<file path="src/eocd_pkg.sv">
// Shared types, codes and default sizes for the even/odd column destripe block.
package eocd_pkg;

  localparam int PIXEL_WIDTH_DEF = 32;
  localparam int COUNT_WIDTH_DEF = 24;

  localparam int IN_PIX_W = 32;
  localparam int COLUMN_W = 13;
  localparam int CMD_W    = 2;
  localparam int ST_W     = 2;

  typedef enum logic [CMD_W-1:0] {
    CMD_CLEAR   = 2'd0,
    CMD_ACCUM   = 2'd1,
    CMD_COMPUTE = 2'd2,
    CMD_APPLY   = 2'd3
  } cmd_t;

  typedef enum logic [ST_W-1:0] {
    ST_OK    = 2'd0,
    ST_EMPTY = 2'd1,
    ST_SAT   = 2'd2
  } status_t;

  typedef struct packed {
    logic accept;
    logic div_start;
    logic div_sel_odd;
    logic latch_even;
    logic finish;
  } ctrl_cmd_t;

  typedef struct packed {
    logic cnt_zero;
    logic out_valid;
    logic div_done;
  } dp_stat_t;

endpackage

</file>
<file path="src/eocd_div.sv">
// Restoring divider, one quotient bit per cycle, truncating toward zero.
module eocd_div import eocd_pkg::*; #(
  parameter int NUM_W = PIXEL_WIDTH_DEF + COUNT_WIDTH_DEF + 1,
  parameter int DEN_W = COUNT_WIDTH_DEF + 1
) (
  input  logic                    clk,
  input  logic                    rst_n,
  input  logic                    start,
  input  logic signed [NUM_W-1:0] dividend,
  input  logic        [DEN_W-1:0] divisor,
  output logic                    done,
  output logic signed [NUM_W:0]   quotient
);

  localparam int CNT_BITS = $clog2(NUM_W + 1);

  logic                busy_r;
  logic                done_r;
  logic [CNT_BITS-1:0] cnt_r;
  logic [DEN_W-1:0]    rem_r;
  logic [NUM_W-1:0]    quo_r;
  logic [DEN_W-1:0]    den_r;
  logic                neg_r;

  logic [NUM_W-1:0] mag;
  logic [DEN_W:0]   trial;
  logic [DEN_W:0]   diff;
  logic             fits;
  logic [NUM_W:0]   q_ext;

  assign mag   = dividend[NUM_W-1] ? (~dividend + 1'b1) : dividend;
  assign trial = {rem_r, quo_r[NUM_W-1]};
  assign diff  = trial - {1'b0, den_r};
  assign fits  = trial >= {1'b0, den_r};
  assign q_ext = {1'b0, quo_r};

  always_ff @(posedge clk) begin
    if (!rst_n) begin
      busy_r <= 1'b0;
      done_r <= 1'b0;
      cnt_r  <= '0;
    end else if (start) begin
      busy_r <= 1'b1;
      done_r <= 1'b0;
      cnt_r  <= CNT_BITS'(NUM_W);
    end else if (busy_r) begin
      cnt_r <= cnt_r - 1'b1;
      if (cnt_r == CNT_BITS'(1)) begin
        busy_r <= 1'b0;
        done_r <= 1'b1;
      end
    end else begin
      done_r <= 1'b0;
    end
  end

  always_ff @(posedge clk) begin
    if (start) begin
      rem_r <= '0;
      quo_r <= mag;
      den_r <= divisor;
      neg_r <= dividend[NUM_W-1];
    end else if (busy_r) begin
      rem_r <= fits ? diff[DEN_W-1:0] : trial[DEN_W-1:0];
      quo_r <= {quo_r[NUM_W-2:0], fits};
    end
  end

  assign done     = done_r;
  assign quotient = neg_r ? (~q_ext + 1'b1) : q_ext;

endmodule

</file>
<file path="src/eocd_dp.sv">
// Datapath: group sums and counts, offset, apply arithmetic and output register.
module eocd_dp import eocd_pkg::*; #(
  parameter int PIXEL_WIDTH = PIXEL_WIDTH_DEF,
  parameter int COUNT_WIDTH = COUNT_WIDTH_DEF
) (
  input  logic                       clk,
  input  logic                       rst_n,
  input  ctrl_cmd_t                  cmd,
  output dp_stat_t                   st,
  input  logic [CMD_W-1:0]           in_command,
  input  logic signed [IN_PIX_W-1:0] in_pixel_value,
  input  logic                       in_pixel_valid,
  input  logic [COLUMN_W-1:0]        in_column,
  input  logic                       out_stall,
  output logic                       out_valid,
  output logic signed [IN_PIX_W-1:0] out_pixel_out,
  output logic [ST_W-1:0]            out_status
);

  localparam int SUM_W = (PIXEL_WIDTH + COUNT_WIDTH + 1 > 64) ? 64
                                                              : PIXEL_WIDTH + COUNT_WIDTH + 1;
  localparam int CNT_W = COUNT_WIDTH + 1;
  localparam int QUO_W = SUM_W + 1;
  localparam int LW    = (SUM_W + 2 > IN_PIX_W + 2) ? SUM_W + 2 : IN_PIX_W + 2;

  localparam logic signed [LW-1:0] PMAX = {{(LW-PIXEL_WIDTH+1){1'b0}}, {(PIXEL_WIDTH-1){1'b1}}};
  localparam logic signed [LW-1:0] PMIN = {{(LW-PIXEL_WIDTH+1){1'b1}}, {(PIXEL_WIDTH-1){1'b0}}};
  localparam logic [SUM_W-1:0] SMAX = {1'b0, {(SUM_W-1){1'b1}}};
  localparam logic [SUM_W-1:0] SMIN = {1'b1, {(SUM_W-1){1'b0}}};

  logic signed [SUM_W-1:0]       sum_e_r, sum_o_r;
  logic        [CNT_W-1:0]       cnt_e_r, cnt_o_r;
  logic signed [PIXEL_WIDTH-1:0] offset_r;
  logic signed [QUO_W-1:0]       q_even_r;
  logic                          out_valid_r;
  logic signed [IN_PIX_W-1:0]    out_pixel_r;
  logic [ST_W-1:0]               out_status_r;

  logic signed [LW-1:0] pix_ext, pix_c, off_ext, app_sum, app_c;
  logic signed [LW-1:0] q_diff, q_half, new_off, res;
  logic                 app_sat, odd_grp, cnt_full, acc_en, clear, load;
  logic [SUM_W-1:0]     sum_sel, sum_acc;
  logic [SUM_W:0]       sum_add;
  logic [CNT_W-1:0]     cnt_sel;
  logic [ST_W-1:0]      res_st;
  logic signed [QUO_W-1:0] div_q;
  logic                 div_done;

  assign pix_ext = {{(LW-IN_PIX_W){in_pixel_value[IN_PIX_W-1]}}, in_pixel_value};
  assign pix_c   = (pix_ext > PMAX) ? PMAX : ((pix_ext < PMIN) ? PMIN : pix_ext);
  assign off_ext = {{(LW-PIXEL_WIDTH){offset_r[PIXEL_WIDTH-1]}}, offset_r};
  assign odd_grp = ~in_column[0];

  assign app_sum = odd_grp ? (pix_c + off_ext) : (pix_c - off_ext);
  assign app_sat = (app_sum > PMAX) || (app_sum < PMIN);
  assign app_c   = (app_sum > PMAX) ? PMAX : ((app_sum < PMIN) ? PMIN : app_sum);

  assign sum_sel  = odd_grp ? sum_o_r : sum_e_r;
  assign cnt_sel  = odd_grp ? cnt_o_r : cnt_e_r;
  assign cnt_full = cnt_sel[CNT_W-1];
  assign sum_add  = {sum_sel[SUM_W-1], sum_sel} + pix_c[SUM_W:0];
  assign sum_acc  = (sum_add[SUM_W] != sum_add[SUM_W-1]) ? (sum_add[SUM_W] ? SMIN : SMAX)
                                                         : sum_add[SUM_W-1:0];

  assign clear  = cmd.accept && (in_command == CMD_CLEAR);
  assign acc_en = cmd.accept && (in_command == CMD_ACCUM) && in_pixel_valid && !cnt_full;
  assign load   = cmd.finish || (cmd.accept && !cmd.div_start);

  assign q_diff  = {{(LW-QUO_W){q_even_r[QUO_W-1]}}, q_even_r}
                 - {{(LW-QUO_W){div_q[QUO_W-1]}}, div_q};
  assign q_half  = q_diff >>> 1;
  assign new_off = (q_half > PMAX) ? PMAX : ((q_half < PMIN) ? PMIN : q_half);

  eocd_div #(
    .NUM_W (SUM_W),
    .DEN_W (CNT_W)
  ) u_div (
    .clk      (clk),
    .rst_n    (rst_n),
    .start    (cmd.div_start),
    .dividend (cmd.div_sel_odd ? sum_o_r : sum_e_r),
    .divisor  (cmd.div_sel_odd ? cnt_o_r : cnt_e_r),
    .done     (div_done),
    .quotient (div_q)
  );

  always_comb begin
    res    = '0;
    res_st = ST_OK;
    if (cmd.finish) begin
      res = new_off;
    end else begin
      case (cmd_t'(in_command))
        CMD_CLEAR, CMD_ACCUM: begin
          res = '0;
        end
        CMD_COMPUTE: begin
          res    = off_ext;
          res_st = ST_EMPTY;
        end
        CMD_APPLY: begin
          if (in_pixel_valid) begin
            res    = app_c;
            res_st = app_sat ? ST_SAT : ST_OK;
          end else begin
            res = pix_c;
          end
        end
        default: begin
          res = '0;
        end
      endcase
    end
  end

  always_ff @(posedge clk) begin
    if (!rst_n) begin
      sum_e_r     <= '0;
      sum_o_r     <= '0;
      cnt_e_r     <= '0;
      cnt_o_r     <= '0;
      offset_r    <= '0;
      out_valid_r <= 1'b0;
    end else begin
      if (clear) begin
        sum_e_r <= '0;
        sum_o_r <= '0;
        cnt_e_r <= '0;
        cnt_o_r <= '0;
      end else if (acc_en) begin
        if (odd_grp) begin
          sum_o_r <= sum_acc;
          cnt_o_r <= cnt_o_r + 1'b1;
        end else begin
          sum_e_r <= sum_acc;
          cnt_e_r <= cnt_e_r + 1'b1;
        end
      end
      if (cmd.finish) begin
        offset_r <= new_off[PIXEL_WIDTH-1:0];
      end
      if (load) begin
        out_valid_r <= 1'b1;
      end else if (!out_stall) begin
        out_valid_r <= 1'b0;
      end
    end
  end

  always_ff @(posedge clk) begin
    if (cmd.latch_even) begin
      q_even_r <= div_q;
    end
    if (load) begin
      out_pixel_r  <= res[IN_PIX_W-1:0];
      out_status_r <= res_st;
    end
  end

  assign st.cnt_zero  = (cnt_e_r == '0) || (cnt_o_r == '0);
  assign st.out_valid = out_valid_r;
  assign st.div_done  = div_done;

  assign out_valid     = out_valid_r;
  assign out_pixel_out = out_pixel_r;
  assign out_status    = out_status_r;

endmodule

</file>
<file path="src/eocd_ctrl.sv">
// Controller: input handshake and sequencing of the two mean divisions.
module eocd_ctrl import eocd_pkg::*; (
  input  logic             clk,
  input  logic             rst_n,
  input  logic             in_valid,
  input  logic [CMD_W-1:0] in_command,
  input  logic             out_stall,
  input  dp_stat_t         st,
  output ctrl_cmd_t        cmd,
  output logic             in_stall
);

  typedef enum logic [3:0] {
    S_IDLE     = 4'b0001,
    S_DIV_EVEN = 4'b0010,
    S_DIV_ODD  = 4'b0100,
    S_FINISH   = 4'b1000
  } state_t;

  state_t state_r, state_nxt;
  logic   out_free;

  assign out_free = !st.out_valid || !out_stall;
  assign in_stall = (state_r != S_IDLE) || !out_free;

  always_comb begin
    state_nxt       = state_r;
    cmd             = '0;
    cmd.accept      = in_valid && !in_stall;
    case (state_r)
      S_IDLE: begin
        if (cmd.accept && (in_command == CMD_COMPUTE) && !st.cnt_zero) begin
          cmd.div_start = 1'b1;
          state_nxt     = S_DIV_EVEN;
        end
      end
      S_DIV_EVEN: begin
        if (st.div_done) begin
          cmd.latch_even  = 1'b1;
          cmd.div_start   = 1'b1;
          cmd.div_sel_odd = 1'b1;
          state_nxt       = S_DIV_ODD;
        end
      end
      S_DIV_ODD: begin
        if (st.div_done) begin
          state_nxt = S_FINISH;
        end
      end
      S_FINISH: begin
        if (out_free) begin
          cmd.finish = 1'b1;
          state_nxt  = S_IDLE;
        end
      end
      default: begin
        state_nxt = S_IDLE;
      end
    endcase
  end

  always_ff @(posedge clk) begin
    if (!rst_n) begin
      state_r <= S_IDLE;
    end else begin
      state_r <= state_nxt;
    end
  end

endmodule

</file>
<file path="src/even_odd_column_destripe.sv">
// Even/odd column destripe: group statistics, offset compute and offset apply.
//
// Input channel (in_valid/in_stall) carries one command word: clear, accumulate,
// compute or apply, with a pixel, its valid flag and its column. Output channel
// (out_valid/out_stall) returns exactly one word per input word: the corrected
// pixel on apply (the clamped pixel if its valid flag is low), the offset on
// compute, zero otherwise, plus a status code. For clear, accumulate and apply
// the result sits in the output register in the cycle after acceptance, and a
// new word is accepted every cycle while the output is taken. Compute runs two
// signed divisions of the group sums by the group counts on one shared restoring
// divider, one quotient bit per cycle: the even one, then the odd one, then a
// finish state registers the offset. No word is accepted while a compute runs.
// A compute with an empty group answers in the cycle after acceptance with the
// old offset. Reset clears sums, counts and offset. When the receiver stalls,
// the output word holds and in_stall rises until it is taken.
module even_odd_column_destripe import eocd_pkg::*; #(
  parameter int PIXEL_WIDTH = PIXEL_WIDTH_DEF,
  parameter int COUNT_WIDTH = COUNT_WIDTH_DEF
) (
  input  logic                       clk,
  input  logic                       rst_n,
  input  logic                       in_valid,
  output logic                       in_stall,
  input  logic [CMD_W-1:0]           in_command,
  input  logic signed [IN_PIX_W-1:0] in_pixel_value,
  input  logic                       in_pixel_valid,
  input  logic [COLUMN_W-1:0]        in_column,
  output logic                       out_valid,
  input  logic                       out_stall,
  output logic signed [IN_PIX_W-1:0] out_pixel_out,
  output logic [ST_W-1:0]            out_status
);

  ctrl_cmd_t cmd;
  dp_stat_t  st;

  eocd_ctrl u_ctrl (
    .clk        (clk),
    .rst_n      (rst_n),
    .in_valid   (in_valid),
    .in_command (in_command),
    .out_stall  (out_stall),
    .st         (st),
    .cmd        (cmd),
    .in_stall   (in_stall)
  );

  eocd_dp #(
    .PIXEL_WIDTH (PIXEL_WIDTH),
    .COUNT_WIDTH (COUNT_WIDTH)
  ) u_dp (
    .clk            (clk),
    .rst_n          (rst_n),
    .cmd            (cmd),
    .st             (st),
    .in_command     (in_command),
    .in_pixel_value (in_pixel_value),
    .in_pixel_valid (in_pixel_valid),
    .in_column      (in_column),
    .out_stall      (out_stall),
    .out_valid      (out_valid),
    .out_pixel_out  (out_pixel_out),
    .out_status     (out_status)
  );

  a_rise_has_cause: assert property (@(posedge clk) disable iff (!rst_n)
    $rose(out_valid) |-> ($past(in_valid && !in_stall) || $past(cmd.finish)))
    else $error("output word appeared without an accepted word or finished compute");

  a_finish_out_free: assert property (@(posedge clk) disable iff (!rst_n)
    cmd.finish |-> (!out_valid || !out_stall))
    else $error("compute result would overwrite a stalled output word");

  a_no_accept_div_done: assert property (@(posedge clk) disable iff (!rst_n)
    (in_valid && !in_stall) |-> !st.div_done)
    else $error("word accepted while a division result is pending");

endmodule

</file>
<file path="config.mk">
export PLATFORM = sky130hd
export DESIGN_NAME = even_odd_column_destripe
export DESIGN_NICKNAME = d
export VERILOG_FILES = /design/src/eocd_pkg.sv /design/src/eocd_div.sv /design/src/eocd_dp.sv /design/src/eocd_ctrl.sv /design/src/even_odd_column_destripe.sv
export SDC_FILE = /design/constraint.sdc
export NUM_CORES = 1
export LEC_CHECK = 0
export ABC_AREA = 1
export BUFFER_PORTS_ARGS = -buffer_cell sky130_fd_sc_hd__buf_2
export CAP_MARGIN = 15
export CORE_ASPECT_RATIO = 0.75
export CORE_MARGIN = 2
export CORE_UTILIZATION = 40
export DETAILED_ROUTE_END_ITERATION = 12
export GPL_TIMING_DRIVEN = 0
export REMOVE_ABC_BUFFERS = 1
export SLEW_MARGIN = 0
export SYNTH_ARGS = -nofsm -noshare
export SYNTH_HDL_FRONTEND = slang
export SYNTH_SLANG_ARGS = --single-unit
</file>
<file path="constraint.sdc">
create_clock -name clk -period 7.61 [get_ports clk]
set_input_delay 1.1415 -clock clk [delete_from_list [all_inputs] [get_ports clk]]
set_output_delay 1.1415 -clock clk [all_outputs]
set_load 0.05 [all_outputs]
</file>
==> Word-level counts from Yosys, hierarchy flattened <==
Cells that the tools add are included.
{ "totals": {"register_bits": 409, "in_bits": 52, "out_inout_bits": 36} }
{ "op_classes": {"addsub": 10, "magnitude_cmp": 7, "n_eq_ne": 15, "n_mux": 42, "bitwise": 5, "reduce_logical": 31} }
{ "ops": {"columns": ["op", "n"], "rows": [
  ["57-bit 2-to-1 mux", 7],
  ["32-bit 2-to-1 mux", 6],
  ["59-bit 2-to-1 mux", 3],
  ["32-bit one-hot mux with 3 select lines", 1],
  ["25-bit 2-to-1 mux", 3],
  ["59-bit by 32-bit adder with 59-bit output", 1],
  ["59-bit by 32-bit > comparator with 1-bit output, second input constant", 1],
  ["59-bit by 32-bit < comparator with 1-bit output, second input constant", 1],
  ["58-bit by 58-bit subtractor with 59-bit output", 1],
  ["59-bit by 32-bit subtractor with 59-bit output", 1],
  ["58-bit by 1-bit adder with 58-bit output, second input constant", 1],
  ["58-bit adder", 1],
  ["58-bit by 32-bit > comparator with 1-bit output, second input constant", 1],
  ["58-bit by 32-bit < comparator with 1-bit output, second input constant", 1],
  ["58-bit 2-to-1 mux", 1],
  ["57-bit inverter with 58-bit output", 1],
  ["57-bit by 1-bit adder with 57-bit output, second input constant", 1],
  ["57-bit inverter", 1],
  ["25-bit by 1-bit adder with 25-bit output, second input constant", 2],
  ["25-bit zero test", 2],
  ["32-bit > comparator, second input constant", 1],
  ["32-bit < comparator, second input constant", 1],
  ["26-bit by 25-bit >= comparator with 1-bit output", 1],
  ["25-bit subtractor", 1],
  ["other kinds (29)", 69]
]} }

==> Depth between registers and ports, before layout <==
{ "logic_depth": {"word_depth": 14, "depth_mapped": 42, "depth_no_buf": 41} }

==> Cells and area by module <==
From an unflattened synthesis, not the netlist that was laid out.
{ "unflattened": {"hier_cells": 6300, "area_unflattened_um2": 38814.7} }
{ "modules_own_cells": {"columns": ["mod", "n_inst", "cells_each", "area_per_inst_um2", "seq_area_each_um2"], "rows": [
  ["eocd_dp", 1, 4509, 27680.3, 6706.4],
  ["eocd_div", 1, 1744, 10807.9, 3153.0],
  ["eocd_ctrl", 1, 47, 326.6, 80.1]
]} }

==> Worst setup path before layout <==
No wires, ideal clock.
{ "synth_timing": {"path_kind": "input -> register", "from": "input in_column[0]", "to": "register u_dp.sum_o_r[35]", "t_arrival_ns": 5.439, "t_required_ns": 7.501, "setup_slack_ns": 2.062, "stages": 33, "cell_sequence": "buf_6 -> buf_6 -> clkbuf_1 -> clkbuf_1 -> clkbuf_1 -> nand2_1 -> o21ai_0 -> ha_1 -> inv_1 -> fa_1 -> nand3b_1 -> nand2_1 -> a21oi_1 -> o21ai_0 -> inv_1 -> nor2_1 -> nor2_1 -> o21ai_2 -> a21oi_4 -> o21bai_4 -> a21boi_4 -> o21bai_2 -> a21oi_4 -> o21ai_1 -> nand2_1 -> nand2_1 -> nand2_1 -> buf_6 -> buf_6 -> nand2_1 -> nand3_1 -> nand2_1 -> inv_1"} }
{ "synth_via": {"elab_chain_len": 4, "word_cells_on_any_way": 10, "cone_classes": "add/sub (1); eq/ne (1); mux (4); bitwise (1); reduce/logical (3)"} }
{ "synth_lines": {"columns": ["item", "line", "rtl"], "rows": [
  ["start, declared", "even_odd_column_destripe.sv:27", "input logic [COLUMN_W-1:0] in_column,"],
  ["57-bit 2-to-1 mux / 25-bit 2-to-1 mux (equally long branches)", "eocd_dp.sv:58, eocd_dp.sv:59", null],
  ["58-bit adder / 1-bit zero test (equally long branches)", "eocd_dp.sv:61, eocd_dp.sv:66", null],
  ["57-bit 2-to-1 mux (tied with other cells)", "eocd_dp.sv:62", "assign sum_acc = (sum_add[SUM_W] != sum_add[SUM_W-1]) ? (sum_add[SUM_W] ? SMIN : SMAX)"],
  ["57-bit 2-to-1 mux / 2-bit AND reduction (equally long branches)", null, null],
  ["end signal, assigned", "eocd_dp.sv:132", "sum_o_r <= sum_acc;"],
  ["end, declared", "eocd_dp.sv:31", "logic signed [SUM_W-1:0] sum_e_r, sum_o_r;"]
]} }
Parallel ways exist; a longest one is shown, timed or not.
A chain may end at the register's enable or synchronous reset.

==> Final worst setup path <==
{ "layout_timing": {"from": "input in_column[0]", "to": "register u_dp.out_pixel_r[13], in the netlist u_dp.out_pixel_out[13] (data pin)"} }
{ "layout_via": {"elab_chain_len": 7, "word_cells_on_any_way": 8, "cone_classes": "order compare (2); mux (6)"} }
{ "layout_lines": {"columns": ["item", "line", "rtl"], "rows": [
  ["59-bit 2-to-1 mux *", "eocd_dp.sv:54", "assign app_sum = odd_grp ? (pix_c + off_ext) : (pix_c - off_ext);"],
  ["59-bit by 32-bit < comparator with 1-bit output", "eocd_dp.sv:56", "assign app_c = (app_sum > PMAX) ? PMAX : ((app_sum < PMIN) ? PMIN : app_sum);"],
  ["32-bit 2-to-1 mux", "eocd_dp.sv:56", null],
  ["32-bit 2-to-1 mux *", "eocd_dp.sv:56", null],
  ["32-bit 2-to-1 mux *", "eocd_dp.sv:102", "if (in_pixel_valid) begin"],
  ["32-bit one-hot mux with 3 select lines *", "eocd_dp.sv:93", "case (cmd_t'(in_command))"],
  ["32-bit 2-to-1 mux *", "eocd_dp.sv:90", "if (cmd.finish) begin"],
  ["net u_dp.res[13]", "eocd_dp.sv:40", "logic signed [LW-1:0] q_diff, q_half, new_off, res;"],
  ["end signal, assigned", "eocd_dp.sv:155", "out_pixel_r <= res[IN_PIX_W-1:0];"],
  ["end, declared", "eocd_dp.sv:36", "logic signed [IN_PIX_W-1:0] out_pixel_r;"]
]} }
The timed path passes the listed nets; every way through them passes the cells marked *.

==> key figures <==
Global routing
  – Largest net degree at the start of global routing: 91
  – Total track usage: 0.2498
  – First-pass GRT wire length: 184.9 mm
  – Overflow after GRT: 0
  – Initial antenna violation count: 1
  – Number of global-route vias before repair: 31920

Power and ir drop
  – P_leak: 18.12 nW
  – Switch share: 0.3070
  – Total power: 5.712 mW
  – Reg power frac: 0.406
  – Power share of the combinational group: 0.174
  – Maximum vdd ir drop: 0.1848 mV
  – Clock power frac: 0.420
  – Switching power total: 1.753 mW
  – Power Density: 142.9 nW/um^2
  – Cell Int Power: 3.958 mW

STA
  – Final Worst Setup Slack: 0.3812 ns
  – Final Max Slew Viols: 0
  – Final period util: 0.9499
  – Hold_ws: 0.4792 ns
  – Final setup vio count: 0
  – F_max: 138.3 MHz
  – Slew headroom: 0.1510
  – Final hold violations: 0
  – Final worst path period need: 7.229 ns
  – Final Skew: 0.03530 ns
  – Slew at the pin with the worst max-slew slack: 1.260 ns

Die
  – Cell Rows: 96
  – Core area: 91050 um^2
  – Die ar.: 94010 um^2
  – Die height: 266.0 um
  – Initial core utilization: 0.4022
  – Ports: 88
  – Die width: 353.4 um

Critical path
  – R2R setup slack: 0.46 ns
  – Kind of critical path: in -> reg
  – Startpoint Class: input port
  – CP endpoint kind: register
  – Crit path max fanout: 69
  – Crit path max-delay cell type: nand2_1
  – Reg2reg start: u_dp.offset_r[1]
  – Worst reg-to-reg path cell count: 28
  – CP max stage delay: 0.63 ns
  – Worst Path Required: 7.93 ns
  – Most frequent CP cell: nand2_1
  – FF-to-FF End: u_dp.out_pixel_out[13]
  – Worst Path Arrival: 7.55 ns

Placement
  – Dpl hpwl: 96.68 mm
  – PortBufs: 75
  – Gp weighted congestion: 1.010
  – Dpl ws: -0.1152 ns
  – Placed Area: 38290 um^2

Finish
  – Area Growth Syn to Fin: 9.173%
  – ANT cells: 0
  – Fin nets: 5883
  – Share of cells above drive strength 1: 0.06038
  – Post-Layout Inst Area: 39980 um^2
  – Register area: 9940 um^2
  – Area taken by multi-input logic gates: 22530 um^2
  – Layout fillers: 9799

Clock tree
  – CTS Buffer Depth: 3
  – H-tree Lvls: 2
  – Hold buffers post-CTS: 0
  – CTS tree: yes
  – Clock slew at reported path FFs: 0.06 ns
  – TritonCTS buffer count: 49
  – CTS sink count: 409
  – Clock latency on the worst-skew pair: 0.63 ns
  – Root buf cell: clkbuf_16
  – Setup bufs post-CTS: 0

Synth
  – Post-Synth Simple-Gate Area: 0.2971
  – Ys Warns: 0
  – Yosys reg bits: 409
  – Seq/Total Area, Yosys: 0.2714
  – Largest family of logic cells by synthesized area: simple AND/OR/NAND/NOR gates
  – Average size of a mapped cell: 6.439 um^2
  – Synth Area in Compound Gates: 0.1770
  – Mux share of post-synthesis cell area: 0
  – EDFF count, synth: 175
  – Post-synthesis xor/xnor area fraction: 0.07185
  – Prevailing post-synth register cell: dfxtp_1
  – Cells after synthesis: 5687
  – Mapped cell area: 36620 um^2
  – Synth Area in Adders: 0.06608
  – Count of cell types in the netlist: 76
  – Async S/R FF share, synth: 0

Routing
  – DRC: 0
  – DR iter-0 viols: 3380
  – Via/cell ratio: 5.226
  – Drt wl/cell: 17.62 um
  – Antenna Nets Post-Route: 0
  – Drt pass-1 iters: 6
  – Drt total wl: 121.7 mm
  – Vias: 36090

Hold path
  – Hold endpoint: u_dp.u_div.rem_r[21]
  – Hold path startpoint: u_dp.u_div.rem_r[21]
  – Min-delay worst type: reg -> reg
  – Hold path depth: 2

Outcome
  – Status: completed

Flow run
  – Max-cap violation count: 0
-- metrics by stage --
stage | cells | TNS, ns | util
after floorplan | 5483 | -0.1515 | -
after global placement | 6783 | -1137.78 | 0.4130
after detailed placement | 6813 | -0.4621 | 0.4205
after CTS | 6905 | 0 | 0.4385
after global routing | 6906 | -0.006517 | 0.4391
final | 6906 | 0 | 0.4391
-- sequential cells by signal (all words and copies together) (netlist names), 6 cells and up --
register	cells
u_dp.sum_e_r	57
u_dp.cnt_o_r	25
u_dp.q_even_r	58
u_dp.offset_r	32
u_dp.u_div.quo_r	57
u_dp.u_div.den_r	25
u_dp.out_pixel_out	32
u_dp.u_div.cnt_r	6
u_dp.u_div.rem_r	25
u_dp.sum_o_r	57
u_dp.cnt_e_r	25
-- cell usage in the layout, fill, tap and decap left out, types with 19 or more instances in the layout --
cell type / count
xor2_1: 199
a21oi_1: 430
edfxtp_1: 175
ha_1: 187
nor3_1: 82
buf_2: 75
inv_1: 871
o211ai_1: 27
o21ai_1: 37
nand2_1: 1434
o21ai_0: 370
nand2_2: 40
xnor2_1: 93
nor4_1: 39
o21a_1: 75
nor2_1: 503
nand3_2: 19
a31oi_1: 67
nand4_1: 60
clkbuf_16: 52
nor2_2: 21
nand3_1: 317
dfxtp_1: 234
-- power groups by stage --
stage / sequential, mW / combinational (mW) / clock [mW]
finish: 2.32 / 0.996 / 2.40
global route: 2.32 / 1.09 / 2.53
CTS: 2.32 / 0.977 / 2.44
detailed placement: 2.36 / 0.972 / 0
global placement: 2.37 / 0.949 / 0
floorplan: 2.41 / 0.605 / 0
-- layout make-up --
class | count | area share
clock inverter | 21 | 0.005790
multi-input combinational | 4183 | 0.5634
clock buffer | 71 | 0.03508
tap | 1225 | 0.03834
inverter | 891 | 0.08371
sequential | 409 | 0.2486
timing repair buffer | 106 | 0.02504
-- cells in the mapped netlist, drive strengths merged, types with 4 or more instances --
| library cell | n | share of area |
|---|---|---|
| nand2 | 1478 | 0.15 |
| inv | 886 | 0.091 |
| nor2 | 528 | 0.056 |
| a21oi | 434 | 0.060 |
| o21ai | 416 | 0.058 |
| nand3 | 337 | 0.049 |
| dfxtp | 234 | 0.13 |
| xor2 | 204 | 0.050 |
| ha | 187 | 0.064 |
| edfxtp | 175 | 0.14 |
| clkbuf | 148 | 0.015 |
| xnor2 | 93 | 0.022 |
| nor3 | 86 | 0.012 |
| o21a | 75 | 0.015 |
| a31oi | 68 | 0.012 |
| nand4 | 60 | 0.010 |
| buf | 56 | 0.0099 |
| nor4 | 45 | 0.0088 |
| o211ai | 39 | 0.0096 |
| o311ai | 16 | 0.0040 |
| o21bai | 15 | 0.0037 |
| o31ai | 13 | 0.0028 |
| a211oi | 11 | 0.0023 |
| nand3b | 9 | 0.0022 |
| nor3b | 8 | 0.0018 |
| a21boi | 7 | 0.0018 |
| a21o | 7 | 0.0014 |
| or2 | 7 | 0.0012 |
| a221oi | 5 | 0.0012 |
| a41oi | 5 | 0.0012 |
| clkinv | 5 | 0.00051 |
| fa | 4 | 0.0022 |
| o221ai | 4 | 0.00096 |
| o22ai | 4 | 0.00068 |
-- per-layer routing --
metal | routed length [um] | track usage | vias to the layer above
li1 | - | - | 18440
met1 | 62080 | 0.3971 | 16310
met2 | 44320 | 0.3198 | 1215
met3 | 12710 | 0.07089 | 127
met4 | 2541 | 0.05670 | 0
met5 | 0 | 0 | -
-- how the worst max path moves through the flow --
stage / startpoint / to / slack [ns] / cells past startpoint
after floorplan: out_stall / u_dp.cnt_e_r[18] / -0.15 / 11
after global placement: in_column[0] / u_dp.cnt_e_r[18] / -8.05 / 9
after detailed placement: u_dp.u_div.quo_r[0] / u_dp.out_pixel_out[26] / -0.12 / 38
after CTS: u_dp.u_div.quo_r[0] / u_dp.out_pixel_out[7] / 0.11 / 33
after global routing: u_dp.u_div.quo_r[0] / u_dp.out_pixel_out[24] / -0.007 / 38
final: in_column[0] / u_dp.out_pixel_out[13] / 0.38 / 30
-- timing repair --
action	CTS	global route
gates cloned	0	0
resized for setup	1	8
endpoints found under the setup margin	8	62
-- kinds of logic after synthesis --
kind of cell    count (synthesis)
flops                         409
xor+xnor                      297
buf+inv                      1095
fa+ha+maj                     191
simple gates                 2565
compound gates               1130
-- critical path: cells and delay by family --
family | cells | cell delay (ns)
buffers and inverters | 4 | 1.30
AND/OR/NAND/NOR | 20 | 3.37
adder cells (fa/ha/maj) | 1 | 0.38
XOR/XNOR | 1 | 0.16
AO/OA/AOI/OAI | 4 | 1.08
Power figures use the tool's default switching activity.
